File: src/tlvp_pkg.sv
// tlvp_pkg: shared types, codes and constants of the tlv container parser
// used by every module under src, no dependencies

package tlvp_pkg;

  localparam int MAGIC_BYTES  = 11;
  localparam int MAGIC_PADDED = 12;
  localparam int HEADER_BYTES = 8;
  localparam int OFF_W        = 24;
  localparam int ID_W         = 32;

  typedef enum logic [2:0] {
    PH_IDLE   = 3'd0,
    PH_MAGIC  = 3'd1,
    PH_HEADER = 3'd2,
    PH_SKIP   = 3'd3,
    PH_DONE   = 3'd4
  } phase_t;

  typedef enum logic [1:0] {
    ST_OK        = 2'd0,
    ST_BAD_MAGIC = 2'd1,
    ST_TRUNCATED = 2'd2,
    ST_NO_IMAGE  = 2'd3
  } status_t;

  typedef enum logic [1:0] {
    CFG_CONTAINER_LENGTH = 2'd0,
    CFG_IMAGE_ID         = 2'd1,
    CFG_OTP_ID           = 2'd2
  } cfg_idx_t;

  typedef struct packed {
    logic [OFF_W-1:0] container_length;
    logic [ID_W-1:0]  image_id;
    logic [ID_W-1:0]  otp_id;
  } cfg_t;

  typedef struct packed {
    status_t          status;
    logic [OFF_W-1:0] image_offset;
    logic [OFF_W-1:0] image_length;
    logic [OFF_W-1:0] otp_offset;
    logic [OFF_W-1:0] otp_length;
    logic [ID_W-1:0]  bad_element_id;
  } result_t;

  // expected magic byte at a given index, pad byte and beyond read as zero
  function automatic logic [7:0] magic_byte(input logic [3:0] idx);
    logic [7:0] b;
    case (idx)
      4'd0:    b = 8'h51;
      4'd1:    b = 8'h43;
      4'd2:    b = 8'h41;
      4'd3:    b = 8'h2D;
      4'd4:    b = 8'h41;
      4'd5:    b = 8'h54;
      4'd6:    b = 8'h48;
      4'd7:    b = 8'h31;
      4'd8:    b = 8'h30;
      4'd9:    b = 8'h4B;
      default: b = 8'h00;
    endcase
    return b;
  endfunction

endpackage

File: src/firmware_container_tlv_parser.sv
// firmware_container_tlv_parser: top level, configuration registers and channels
// depends on tlvp_pkg, tlvp_walker and tlvp_out_reg
//
// usage
//   - write container_length (index 0) and, if needed, the image and otp ids
//     (index 1, 2) on the cfg port while the parser is idle; cfg_ready is
//     always high, a write to an unknown index is dropped
//   - stream the container one byte per word on the in_ channel, with
//     in_start_req high on the first byte; a new start drops any parse in hand
//   - one result word appears on the out_ channel when a parse ends: ok, bad
//     magic, truncated element or no image, with the recorded payload offsets
//   - throughput is one byte per clock while in_stall is low: each byte is folded
//     into the state registers by a single pass of compare and add logic
//   - the result is registered: the outcome of the byte taken at an edge is
//     shown on out_valid right after that edge, held in the result register
//   - in_stall rises only while a result sits in the result register and the
//     receiver stalls it; the register can be reloaded in the cycle it is taken
//   - reset (rst_n low, synchronous) empties the result register, idles the
//     parser and restores the register defaults (length 0, ids 3 and 4)

module firmware_container_tlv_parser #(
  parameter int LENGTH_BITS = 24
) (
  input  logic        clk,
  input  logic        rst_n,
  // configuration write channel
  input  logic        cfg_valid,
  output logic        cfg_ready,
  input  logic [1:0]  cfg_index,
  input  logic [31:0] cfg_data,
  // byte input channel
  input  logic        in_valid,
  output logic        in_stall,
  input  logic [7:0]  in_data_byte,
  input  logic        in_start_req,
  // result channel
  output logic        out_valid,
  input  logic        out_stall,
  output logic [1:0]  out_status,
  output logic [23:0] out_image_offset,
  output logic [23:0] out_image_length,
  output logic [23:0] out_otp_offset,
  output logic [23:0] out_otp_length,
  output logic [31:0] out_bad_element_id
);

  tlvp_pkg::cfg_t    cfg_r, cfg_nxt;
  logic              byte_acc;
  logic              res_vld;
  logic              busy;
  tlvp_pkg::result_t res;
  tlvp_pkg::result_t out_res;

  assign cfg_ready = 1'b1;

  // register decode
  always_comb begin
    cfg_nxt = cfg_r;
    if (cfg_valid && cfg_ready) begin
      unique case (tlvp_pkg::cfg_idx_t'(cfg_index))
        tlvp_pkg::CFG_CONTAINER_LENGTH: cfg_nxt.container_length = cfg_data[23:0];
        tlvp_pkg::CFG_IMAGE_ID:         cfg_nxt.image_id         = cfg_data;
        tlvp_pkg::CFG_OTP_ID:           cfg_nxt.otp_id           = cfg_data;
        default: begin
        end
      endcase
    end
  end

  always_ff @(posedge clk) begin
    if (!rst_n) begin
      cfg_r.container_length <= '0;
      cfg_r.image_id         <= 32'd3;
      cfg_r.otp_id           <= 32'd4;
    end else begin
      cfg_r <= cfg_nxt;
    end
  end

  // a word is taken whenever the result register can absorb its outcome
  assign in_stall = busy;
  assign byte_acc = in_valid & ~busy;

  tlvp_walker #(
    .LENGTH_BITS (LENGTH_BITS)
  ) u_walker (
    .clk       (clk),
    .rst_n     (rst_n),
    .cfg       (cfg_r),
    .byte_acc  (byte_acc),
    .data_byte (in_data_byte),
    .start_req (in_start_req),
    .res_vld   (res_vld),
    .res       (res)
  );

  tlvp_out_reg u_out_reg (
    .clk       (clk),
    .rst_n     (rst_n),
    .res_vld   (res_vld),
    .res       (res),
    .busy      (busy),
    .out_valid (out_valid),
    .out_stall (out_stall),
    .out_res   (out_res)
  );

  assign out_status         = out_res.status;
  assign out_image_offset   = out_res.image_offset;
  assign out_image_length   = out_res.image_length;
  assign out_otp_offset     = out_res.otp_offset;
  assign out_otp_length     = out_res.otp_length;
  assign out_bad_element_id = out_res.bad_element_id;

endmodule

File: src/tlvp_walker.sv
// tlvp_walker: parse state registers and the per-byte next-state logic
// depends on tlvp_pkg

module tlvp_walker #(
  parameter int LENGTH_BITS = 24
) (
  input  logic             clk,
  input  logic             rst_n,
  input  tlvp_pkg::cfg_t   cfg,
  input  logic             byte_acc,
  input  logic [7:0]       data_byte,
  input  logic             start_req,
  output logic             res_vld,
  output tlvp_pkg::result_t res
);

  localparam int LW = LENGTH_BITS;

  tlvp_pkg::phase_t phase_r, phase_nxt, ph_c;
  logic [3:0]       bif_r, bif_nxt, bif_c, bif1;
  logic [LW-1:0]    bl_r, bl_nxt, bl_c, bl1;
  logic [LW-1:0]    pos_r, pos_nxt, pos_c, pos1;
  logic [LW-1:0]    sk_r, sk_nxt, sk_c, sk1;
  logic [63:0]      hdr_r, hdr_nxt, hdr_c, hdr_w;
  logic [tlvp_pkg::OFF_W-1:0] img_off_r, img_off_nxt, img_off_c;
  logic [tlvp_pkg::OFF_W-1:0] img_len_r, img_len_nxt, img_len_c;
  logic [tlvp_pkg::OFF_W-1:0] otp_off_r, otp_off_nxt, otp_off_c;
  logic [tlvp_pkg::OFF_W-1:0] otp_len_r, otp_len_nxt, otp_len_c;
  logic             img_ok_r, img_ok_nxt, img_ok_c;
  logic [31:0]      hid, hlen;
  logic [32:0]      len_p3, pad;
  logic             do_bnd;
  tlvp_pkg::status_t st;
  logic [tlvp_pkg::ID_W-1:0] bad_id;

  always_ff @(posedge clk) begin
    if (!rst_n) begin
      phase_r <= tlvp_pkg::PH_IDLE;
    end else begin
      phase_r <= phase_nxt;
    end
  end

  always_ff @(posedge clk) begin
    bif_r     <= bif_nxt;
    bl_r      <= bl_nxt;
    pos_r     <= pos_nxt;
    sk_r      <= sk_nxt;
    hdr_r     <= hdr_nxt;
    img_off_r <= img_off_nxt;
    img_len_r <= img_len_nxt;
    otp_off_r <= otp_off_nxt;
    otp_len_r <= otp_len_nxt;
    img_ok_r  <= img_ok_nxt;
  end

  // start of a container clears the working state before the byte is used
  always_comb begin
    if (start_req) begin
      ph_c      = tlvp_pkg::PH_MAGIC;
      bif_c     = '0;
      bl_c      = LW'(cfg.container_length);
      pos_c     = '0;
      sk_c      = '0;
      hdr_c     = '0;
      img_off_c = '0;
      img_len_c = '0;
      otp_off_c = '0;
      otp_len_c = '0;
      img_ok_c  = 1'b0;
    end else begin
      ph_c      = phase_r;
      bif_c     = bif_r;
      bl_c      = bl_r;
      pos_c     = pos_r;
      sk_c      = sk_r;
      hdr_c     = hdr_r;
      img_off_c = img_off_r;
      img_len_c = img_len_r;
      otp_off_c = otp_off_r;
      otp_len_c = otp_len_r;
      img_ok_c  = img_ok_r;
    end
  end

  assign bif1 = bif_c + 4'd1;
  assign pos1 = pos_c + LW'(1);
  assign bl1  = (bl_c != '0) ? bl_c - LW'(1) : bl_c;
  assign sk1  = (sk_c != '0) ? sk_c - LW'(1) : sk_c;

  // header byte lands in its lane
  always_comb begin
    hdr_w = hdr_c;
    for (int k = 0; k < tlvp_pkg::HEADER_BYTES; k++) begin
      if (bif_c[2:0] == 3'(k)) begin
        hdr_w[8*k +: 8] = hdr_c[8*k +: 8] | data_byte;
      end
    end
  end

  assign hid    = hdr_w[31:0];
  assign hlen   = hdr_w[63:32];
  assign len_p3 = {1'b0, hlen} + 33'd3;
  assign pad    = {len_p3[32:2], 2'b00};

  always_comb begin
    phase_nxt   = phase_r;
    bif_nxt     = bif_r;
    bl_nxt      = bl_r;
    pos_nxt     = pos_r;
    sk_nxt      = sk_r;
    hdr_nxt     = hdr_r;
    img_off_nxt = img_off_r;
    img_len_nxt = img_len_r;
    otp_off_nxt = otp_off_r;
    otp_len_nxt = otp_len_r;
    img_ok_nxt  = img_ok_r;
    res_vld     = 1'b0;
    st          = tlvp_pkg::ST_OK;
    bad_id      = '0;
    do_bnd      = 1'b0;

    if (byte_acc) begin
      phase_nxt   = ph_c;
      bif_nxt     = bif_c;
      bl_nxt      = bl_c;
      pos_nxt     = pos_c;
      sk_nxt      = sk_c;
      hdr_nxt     = hdr_c;
      img_off_nxt = img_off_c;
      img_len_nxt = img_len_c;
      otp_off_nxt = otp_off_c;
      otp_len_nxt = otp_len_c;
      img_ok_nxt  = img_ok_c;

      if (start_req && (bl_c < LW'(tlvp_pkg::MAGIC_BYTES))) begin
        // container too short to hold the magic
        res_vld   = 1'b1;
        st        = tlvp_pkg::ST_BAD_MAGIC;
        phase_nxt = tlvp_pkg::PH_DONE;
      end else if (ph_c == tlvp_pkg::PH_MAGIC || ph_c == tlvp_pkg::PH_HEADER ||
                   ph_c == tlvp_pkg::PH_SKIP) begin
        pos_nxt = pos1;
        bl_nxt  = bl1;
        unique case (ph_c)
          tlvp_pkg::PH_MAGIC: begin
            if ((bif_c < 4'(tlvp_pkg::MAGIC_BYTES)) &&
                (data_byte != tlvp_pkg::magic_byte(bif_c))) begin
              res_vld   = 1'b1;
              st        = tlvp_pkg::ST_BAD_MAGIC;
              phase_nxt = tlvp_pkg::PH_DONE;
            end else begin
              bif_nxt = bif1;
              do_bnd  = (bif1 >= 4'(tlvp_pkg::MAGIC_PADDED)) || (bl1 == '0);
            end
          end
          tlvp_pkg::PH_HEADER: begin
            hdr_nxt = hdr_w;
            bif_nxt = bif1;
            if (bif1 >= 4'(tlvp_pkg::HEADER_BYTES)) begin
              if ({1'b0, hlen} > 33'(bl1)) begin
                res_vld   = 1'b1;
                st        = tlvp_pkg::ST_TRUNCATED;
                bad_id    = hid;
                phase_nxt = tlvp_pkg::PH_DONE;
              end else begin
                if (hid == cfg.image_id) begin
                  img_off_nxt = tlvp_pkg::OFF_W'(pos1);
                  img_len_nxt = hlen[tlvp_pkg::OFF_W-1:0];
                  img_ok_nxt  = (hlen != 32'd0);
                end else if (hid == cfg.otp_id) begin
                  otp_off_nxt = tlvp_pkg::OFF_W'(pos1);
                  otp_len_nxt = hlen[tlvp_pkg::OFF_W-1:0];
                end
                // pad clamped to what is left of the container
                sk_nxt = (pad > 33'(bl1)) ? bl1 : pad[LW-1:0];
                if (sk_nxt == '0) begin
                  do_bnd = 1'b1;
                end else begin
                  phase_nxt = tlvp_pkg::PH_SKIP;
                end
              end
            end
          end
          tlvp_pkg::PH_SKIP: begin
            sk_nxt = sk1;
            do_bnd = (sk1 == '0);
          end
          default: begin
          end
        endcase

        if (do_bnd) begin
          if (bl1 <= LW'(tlvp_pkg::HEADER_BYTES)) begin
            res_vld   = 1'b1;
            st        = img_ok_nxt ? tlvp_pkg::ST_OK : tlvp_pkg::ST_NO_IMAGE;
            phase_nxt = tlvp_pkg::PH_DONE;
          end else begin
            phase_nxt = tlvp_pkg::PH_HEADER;
            bif_nxt   = '0;
            hdr_nxt   = '0;
          end
        end
      end
    end
  end

  always_comb begin
    res.status         = st;
    res.image_offset   = img_off_nxt;
    res.image_length   = img_len_nxt;
    res.otp_offset     = otp_off_nxt;
    res.otp_length     = otp_len_nxt;
    res.bad_element_id = bad_id;
  end

endmodule

File: src/tlvp_out_reg.sv
// tlvp_out_reg: result register between the parser and the result channel
// depends on tlvp_pkg

module tlvp_out_reg (
  input  logic              clk,
  input  logic              rst_n,
  input  logic              res_vld,
  input  tlvp_pkg::result_t res,
  output logic              busy,
  output logic              out_valid,
  input  logic              out_stall,
  output tlvp_pkg::result_t out_res
);

  logic              vld_r, vld_nxt;
  tlvp_pkg::result_t res_r;

  // full and not being taken this cycle
  assign busy = vld_r & out_stall;

  always_comb begin
    vld_nxt = vld_r;
    if (res_vld) begin
      vld_nxt = 1'b1;
    end else if (!out_stall) begin
      vld_nxt = 1'b0;
    end
  end

  always_ff @(posedge clk) begin
    if (!rst_n) begin
      vld_r <= 1'b0;
    end else begin
      vld_r <= vld_nxt;
    end
  end

  always_ff @(posedge clk) begin
    if (res_vld) begin
      res_r <= res;
    end
  end

  assign out_valid = vld_r;
  assign out_res   = res_r;

endmodule
File: config.mk
export PLATFORM = sky130hd
export DESIGN_NAME = firmware_container_tlv_parser
export DESIGN_NICKNAME = d
export VERILOG_FILES = /design/src/tlvp_pkg.sv /design/src/firmware_container_tlv_parser.sv /design/src/tlvp_walker.sv /design/src/tlvp_out_reg.sv
export SDC_FILE = /design/constraint.sdc
export NUM_CORES = 1
export LEC_CHECK = 0
export ABC_AREA = 1
export BUFFER_PORTS_ARGS = -buffer_cell sky130_fd_sc_hd__buf_4
export CORE_MARGIN = 2
export CORE_UTILIZATION = 39
export DETAILED_ROUTE_END_ITERATION = 12
export SLEW_MARGIN = 20
export SYNTH_ARGS = -nofsm -noshare
export SYNTH_HDL_FRONTEND = slang
export SYNTH_HIERARCHICAL = 1
export SYNTH_SLANG_ARGS = --single-unit
File: constraint.sdc
create_clock -name clk -period 10.7 [get_ports clk]
set_input_delay 0 -clock clk [delete_from_list [all_inputs] [get_ports clk]]
set_output_delay 0 -clock clk [all_outputs]
set_load 0.02 [all_outputs]
==> Yosys cells after proc, flatten, opt, wreduce, memory -nomap -nowiden <==
Memories as Yosys holds them, arrays and structs flattened.
Cells that the tools add are included.
{ "classes": {"reduce_logical": 18, "muxes": 122, "magnitude_cmp": 7, "eq_ne": 16, "bitwise": 16, "addsub": 5} }
{ "ops": {"columns": ["op", "count"], "rows": [
  ["24-bit 2-to-1 mux", 48],
  ["64-bit 2-to-1 mux", 6],
  ["8-bit 2-to-1 mux", 12],
  ["24-bit zero test", 3],
  ["32-bit == test", 2],
  ["8-bit bitwise OR", 8],
  ["24-bit case mux with 2 select lines", 1],
  ["24-bit nonzero test", 2],
  ["24-bit by 1-bit subtractor with 24-bit output, second input constant", 2],
  ["32-bit by 2-bit adder with 33-bit output, second input constant", 1],
  ["33-bit by 24-bit > comparator with 1-bit output", 1],
  ["32-bit by 24-bit > comparator with 1-bit output", 1],
  ["32-bit nonzero test", 1],
  ["1-bit 2-to-1 mux", 30],
  ["3-bit 2-to-1 mux", 9],
  ["24-bit by 1-bit adder with 24-bit output, second input constant", 1],
  ["24-bit by 4-bit <= comparator with 1-bit output, second input constant", 1],
  ["24-bit by 4-bit < comparator with 1-bit output, second input constant", 1],
  ["4-bit 2-to-1 mux", 6],
  ["3-bit by 2-bit == test with 1-bit output, second input constant", 4],
  ["3-bit == test, second input constant", 4],
  ["2-bit 2-to-1 mux", 5],
  ["4-bit greater-or-equal comparator, second input constant", 2],
  ["8-bit inequality test", 1],
  ["other kinds (20)", 32]
]} }
{ "totals": {"memories": 1, "inputBits": 48, "word_cells": 207, "regBits": 459, "mem_bits_ro": 112} }
{ "memory_table": {"columns": ["name", "words", "word_bits", "rd", "rd_ports_with_merged_regs", "write_ports", "line", "text"], "rows": [
  ["(no name shown)", 16, 7, 1, 0, 0, "tlvp_pkg.sv:51", "case (idx)"]
]} }

==> Depth between registers and ports, before layout <==
{ "depth": {"word_depth": 19, "mapped_depth": 46} }

==> By module <==
The synthesis kept the hierarchy.
{ "by_module_without_submodules": {"columns": ["mod", "area_each_um2", "n_inst", "cells_each"], "rows": [
  ["tlvp_walker", 18886.9, 1, 2794],
  ["tlvp_out_reg", 3947.5, 1, 136],
  ["firmware_container_tlv_parser", 3678.5, 1, 564]
]} }

==> Worst setup path after synthesis <==
No wires, ideal clock.
{ "synth_timing": {"path_type": "reg2reg", "start": "reg u_out_reg.vld_r (netlist: u_out_reg/out_valid)", "end": "reg u_out_reg.vld_r (netlist: u_out_reg/out_valid)", "setup_ps": 73, "slack_ps": 274, "path_stages_with_launch": 10, "period_less_slack_ps": 10426, "path_buffers": 2, "required_time_ps": 10627, "arrival_ps": 10353, "cell_sequence": "dfxtp_1 nand2_1 inv_1 nor2_1 clkbuf_1 clkbuf_1 nand2_1 inv_1 inv_1 a21oi_2"} }
{ "synth_between": {"elab_chain_cells": 5, "elab_cells_between_ends": 6} }
{ "synth_rtl": {"columns": ["item", "line", "text"], "rows": [
  ["from (decl)", "tlvp_out_reg.sv:15", "logic vld_r, vld_nxt;"],
  ["from (signal assigned)", "tlvp_out_reg.sv:34", "vld_r <= vld_nxt;"],
  ["1-bit bitwise AND *", "tlvp_out_reg.sv:19", "assign busy = vld_r & out_stall;"],
  ["named net in_stall", "firmware_container_tlv_parser.sv:33", "output logic in_stall,"],
  ["1-bit inverter *", "firmware_container_tlv_parser.sv:82", "assign byte_acc = in_valid & ~busy;"],
  ["1-bit bitwise AND *", "firmware_container_tlv_parser.sv:82", null],
  ["named net byte_acc", "firmware_container_tlv_parser.sv:48", "logic byte_acc;"],
  ["1-bit 2-to-1 mux *", "tlvp_walker.sv:123", "if (byte_acc) begin"],
  ["named net res_vld", "firmware_container_tlv_parser.sv:49", "logic res_vld;"],
  ["2-bit by 1-bit inequality test with 1-bit output (no source line) / 1-bit 2-to-1 mux (equally long branches)", null, null]
]} }
Mark *: on every way through the listed nets, which the timed path passes. The rest lies on a longest branch.
A chain may end at the register's enable or synchronous reset.

==> Worst setup path in the final report <==
{ "layout_timing": {"start": "reg u_walker.bif_r[2]", "end": "reg u_out_reg.res_r (netlist bit u_out_reg/out_res[1]) (enable)"} }
{ "layout_between": {"elab_chain_cells": 18, "elab_cells_between_ends": 43} }
{ "layout_rtl": {"columns": ["item", "line", "text"], "rows": [
  ["from (decl)", "tlvp_walker.sv:20", "logic [3:0] bif_r, bif_nxt, bif_c, bif1;"],
  ["from (signal assigned)", "tlvp_walker.sv:45", "bif_r <= bif_nxt;"],
  ["4-bit 2-to-1 mux *", "tlvp_walker.sv:59", "if (start_req) begin"],
  ["3-bit == test", "tlvp_walker.sv:95", "if (bif_c[2:0] == 3'(k)) begin"],
  ["8-bit 2-to-1 mux", "tlvp_walker.sv:95", null],
  ["32-bit by 2-bit adder with 33-bit output", "tlvp_walker.sv:103", "assign len_p3 = {1'b0, hlen} + 33'd3;"],
  ["33-bit by 24-bit > comparator with 1-bit output", "tlvp_walker.sv:176", "sk_nxt = (pad > 33'(bl1)) ? bl1 : pad[LW-1:0];"],
  ["24-bit 2-to-1 mux", "tlvp_walker.sv:176", null],
  ["24-bit zero test", "tlvp_walker.sv:177", "if (sk_nxt == '0) begin"],
  ["1-bit 2-to-1 mux", "tlvp_walker.sv:177", null],
  ["(+3 left out)", null, null],
  ["1-bit 2-to-1 mux", "tlvp_walker.sv:141", "end else if (ph_c == tlvp_pkg::PH_MAGIC || ph_c == tlvp_pkg::PH_HEADER ||"],
  ["1-bit 2-to-1 mux", "tlvp_walker.sv:136", "if (start_req && (bl_c < LW'(tlvp_pkg::MAGIC_BYTES))) begin"],
  ["1-bit 2-to-1 mux", "tlvp_walker.sv:123", null],
  ["1-bit 2-to-1 mux *", "tlvp_walker.sv:193", "if (do_bnd) begin"],
  ["1-bit 2-to-1 mux *", "tlvp_walker.sv:141", null],
  ["1-bit 2-to-1 mux *", "tlvp_walker.sv:136", null],
  ["1-bit 2-to-1 mux *", "tlvp_walker.sv:123", null],
  ["named net res_vld", "firmware_container_tlv_parser.sv:49", null],
  ["to (signal assigned)", "tlvp_out_reg.sv:40", "res_r <= res;"],
  ["to (decl)", "tlvp_out_reg.sv:16", "tlvp_pkg::result_t res_r;"]
]} }
Mark *: on every way through the listed nets, which the timed path passes. The rest lies on a longest branch. The select of a mux whose other input is x is not followed.

==> results_dict.tcl <==
set metrics [dict create \
    num_rows 95 \
    vias 23744 \
    cts_resized 0 \
    pin_count 181 \
    wl_per_cell_microns 18.5 \
    regToRegSetupSlack_ns 2.54 \
    synth.avg_cell_area_sq_um 7.59 \
    arrival_ns 8.42 \
    numClockSinks 459 \
    start_util 0.394 \
    power_density_nw_per_um2 156 \
    die_w_microns 265 \
    fin_cells 4556 \
    die_y_microns 265 \
    synth_compound_area_frac 0.122 \
    diodes 0 \
    path_class "flip-flop to flip-flop" \
    synthAdderAreaFrac 0.0222 \
    crit_top_cell "nand2_1" \
    crit_path_max_fanout 80 \
    worstPathRequired_ns 10.96 \
    relSlewSlack 0.288 \
    grt_pass1_wl_mm 128 \
    root_buffer "clkbuf_16" \
    yosys.area_share.simple 0.269 \
    drt-total-wl_mm 84.3 \
    dpl_worst_slack_ns 2.67 \
    synth_top_cell_area_share 0.307 \
    finalCritPeriodShare 0.762 \
    dp_hpwl_mm 60.0 \
    async_flop_share 0 \
    status "finished clean" \
    layout_commonest_cell "nand2_1" \
    yosysWarnings 6 \
    layout_common_cells "nand2_1, nor2_1, inv_1" \
    p_leak_nw 13.3 \
    yosys_register_bits 459 \
    setup_slack_ns 2.54 \
    worstSkewPairLatency_ns 0.61 \
    final_layout_size_suffix_gt1_frac 0.114 \
    synth_mux_area_frac 0 \
    grt_pass1_vias 22188 \
    synth_area_sq_um 26500 \
    routed_via_density 5.21 \
    path_clk_slew_ns 0.06 \
    cts_max_level 2 \
    cts_inserted_buffers 51 \
    placedCellCount 4414 \
    drt-initial-drc-count 2166 \
    syn_to_final_growth_pct 15.6 \
    fin_tns_setup_ns 0 \
    r2r_start "u_walker/bif_r[2]" \
    antenna_found_initial 1 \
    worstHoldEndpoint "cfg_r[64]" \
    report.final.slew_viol_count 0 \
    synth_ff_type "edfxtp_1" \
    synth_top_family_by_area "simple AND/OR/NAND/NOR gates" \
    hold_violations 0 \
    die_area_sq_um 70100 \
    slowest_delay_ns 0.71 \
    synth_xor_area_frac 0.0439 \
    place.gp.congestion 0.950 \
    cp_slowest_cell "edfxtp_1" \
    grt_max_degree 158 \
    final_antenna_net_count 0 \
    synth_cell_types 59 \
    hold_path.class "input port to flip-flop" \
    fin_skew_ns 0.0225 \
    cp-start-kind "flip-flop" \
    overflow 0 \
    fmax_mhz 123 \
    nets 3735 \
    tightest_slew_ns 1.07 \
    syn-num-nets 3589 \
    setup_viol 0 \
    globalRouteTotalUtil 0.234 \
    synth.area.top_cells "edfxtp_1, dfxtp_1, nand2_1, nor2_1, inv_1" \
    synth_edf_count 271 \
    synth-seq-area-share 0.449 \
    cts_tree "built" \
    dr.pass1.iters 6 \
    clk_path_buf_depth 3 \
    rsz0062_at_grt "no" \
    synthCells 3494 \
    reg2reg_depth 32 \
    cap_violations 0 \
    hp-start "rst_n" \
    ir_drop_mv 0.121 \
    r2r_end "u_out_reg/out_res[1]" \
    period_minus_slack_ns 8.16 \
    min_path_cells 3 \
    fill_cells 6812 \
    total_power_mw 4.79 \
    yosysTopAreaCell "edfxtp_1" \
    cp-end-kind "flip-flop" \
    drc 0 \
    core_sq_um 67300 \
    fin_util 0.455 \
    io_buffers 179 \
]
-- cell families after synthesis --
group | Yosys count
AO/OA/AOI/OAI | 564
XOR/XNOR | 133
adder cells (fa/ha/maj) | 47
buffers and inverters | 601
flip-flops | 459
other | 1
AND/OR/NAND/NOR | 1689
-- report_power, final --
part	internal, mW	leakage [nW]	switching, mW	total (mW)
Clock	1.08	0.848	0.762	1.85
Sequential	2.01	4.19	0.0469	2.05
Combinational	0.274	8.24	0.622	0.896
-- worst max-delay path by stage --
stage | from | endpoint | slack [ns]
5_1_grt | u_walker/bif_r[2] | u_out_reg/out_res[1] | 1.66
2_1_floorplan | u_out_reg/out_valid | u_out_reg/out_valid | 0.27
3_5_place_dp | in_start_req | u_out_reg/out_res[12] | 2.67
3_3_place_gp | in_start_req | u_out_reg/out_res[12] | 2.74
6_report | u_walker/bif_r[2] | u_out_reg/out_res[1] | 2.54
4_1_cts | u_walker/bif_r[2] | u_out_reg/out_res[12] | 2.73
-- Yosys cell counts, types with 5 or more instances --
cell      instances
o221ai_1         23
buf_4             9
inv_1           408
o22ai_1          14
o21ai_1          12
nor2_4            5
a21oi_1         157
buf_1            15
o211ai_1         49
a31oi_1          32
or2_2             8
nand3_2           7
clkinv_1          8
dfxtp_1         188
clkbuf_1         97
xor2_1           87
o21a_1            8
o21ai_2           7
xnor2_1          46
o21ai_0         244
nor2_1          432
edfxtp_1        271
nor3_1           35
nand4_1          54
nand3_1         175
nor2_2           48
a211oi_1          5
buf_6            10
inv_2            15
buf_2            33
nor4_1           30
nand2_2          11
nand2_1         868
ha_1             47
-- area by class of cell --
class / instances / area, sq um / share of cell area
multi-input cells: 2434 / 12200 / 0.397
well taps: 873 / 1090 / 0.0357
clock buffers: 66 / 1420 / 0.0462
clock inverters: 30 / 333 / 0.0109
inverters: 432 / 1630 / 0.0533
flip-flops and latches: 459 / 11900 / 0.388
repair buffers: 262 / 2090 / 0.0684
-- state kept, by name (all words and copies together), names as in the netlist, 24 cells and up --
| signal | flops |
|---|---|
| u_walker/otp_off_r | 24 |
| u_walker/hdr_r | 64 |
| u_walker/img_off_r | 24 |
| u_walker/img_len_r | 24 |
| u_walker/sk_r | 24 |
| u_walker/pos_r | 24 |
| u_out_reg/out_res | 130 |
| cfg_r | 88 |
| u_walker/bl_r | 24 |
| u_walker/otp_len_r | 24 |
-- metal layers --
| metal | up-vias | part of all wire | wire [microns] | global-route usage |
|---|---|---|---|---|
| li1 | 11768 | - | - | - |
| met1 | 11077 | 0.45 | 37700 | 0.317 |
| met2 | 756 | 0.46 | 38900 | 0.383 |
| met3 | 143 | 0.062 | 5240 | 0.0346 |
| met4 | 0 | 0.030 | 2490 | 0.0756 |
| met5 | - | 0 | 0 | 0 |
-- per-stage QoR --
stage	hold WS, ns	area (sq um)
2_1_floorplan	0.122	26500
3_3_place_gp	0.236	28400
3_5_place_dp	0.253	28400
4_1_cts	0.0572	30600
5_1_grt	0.0924	30600
6_report	0.0564	30600
-- what timing repair did --
action / in CTS / in global routing
hold endpoints to repair: 121 / 0
setup endpoints to repair: 0 / 0
hold buffers: 46 / 0
buffers inserted: 0 / 0
-- critical path: cells and delay by family (launching register included) --
kind	cells	cell delay, ns
simple gates	23	5.00
buf+inv	5	1.27
flops	1	0.71
fa+ha+maj	1	0.32
compound gates	2	0.27
xor+xnor	1	0.18
No activity file was read; power rests on OpenSTA's default activity.
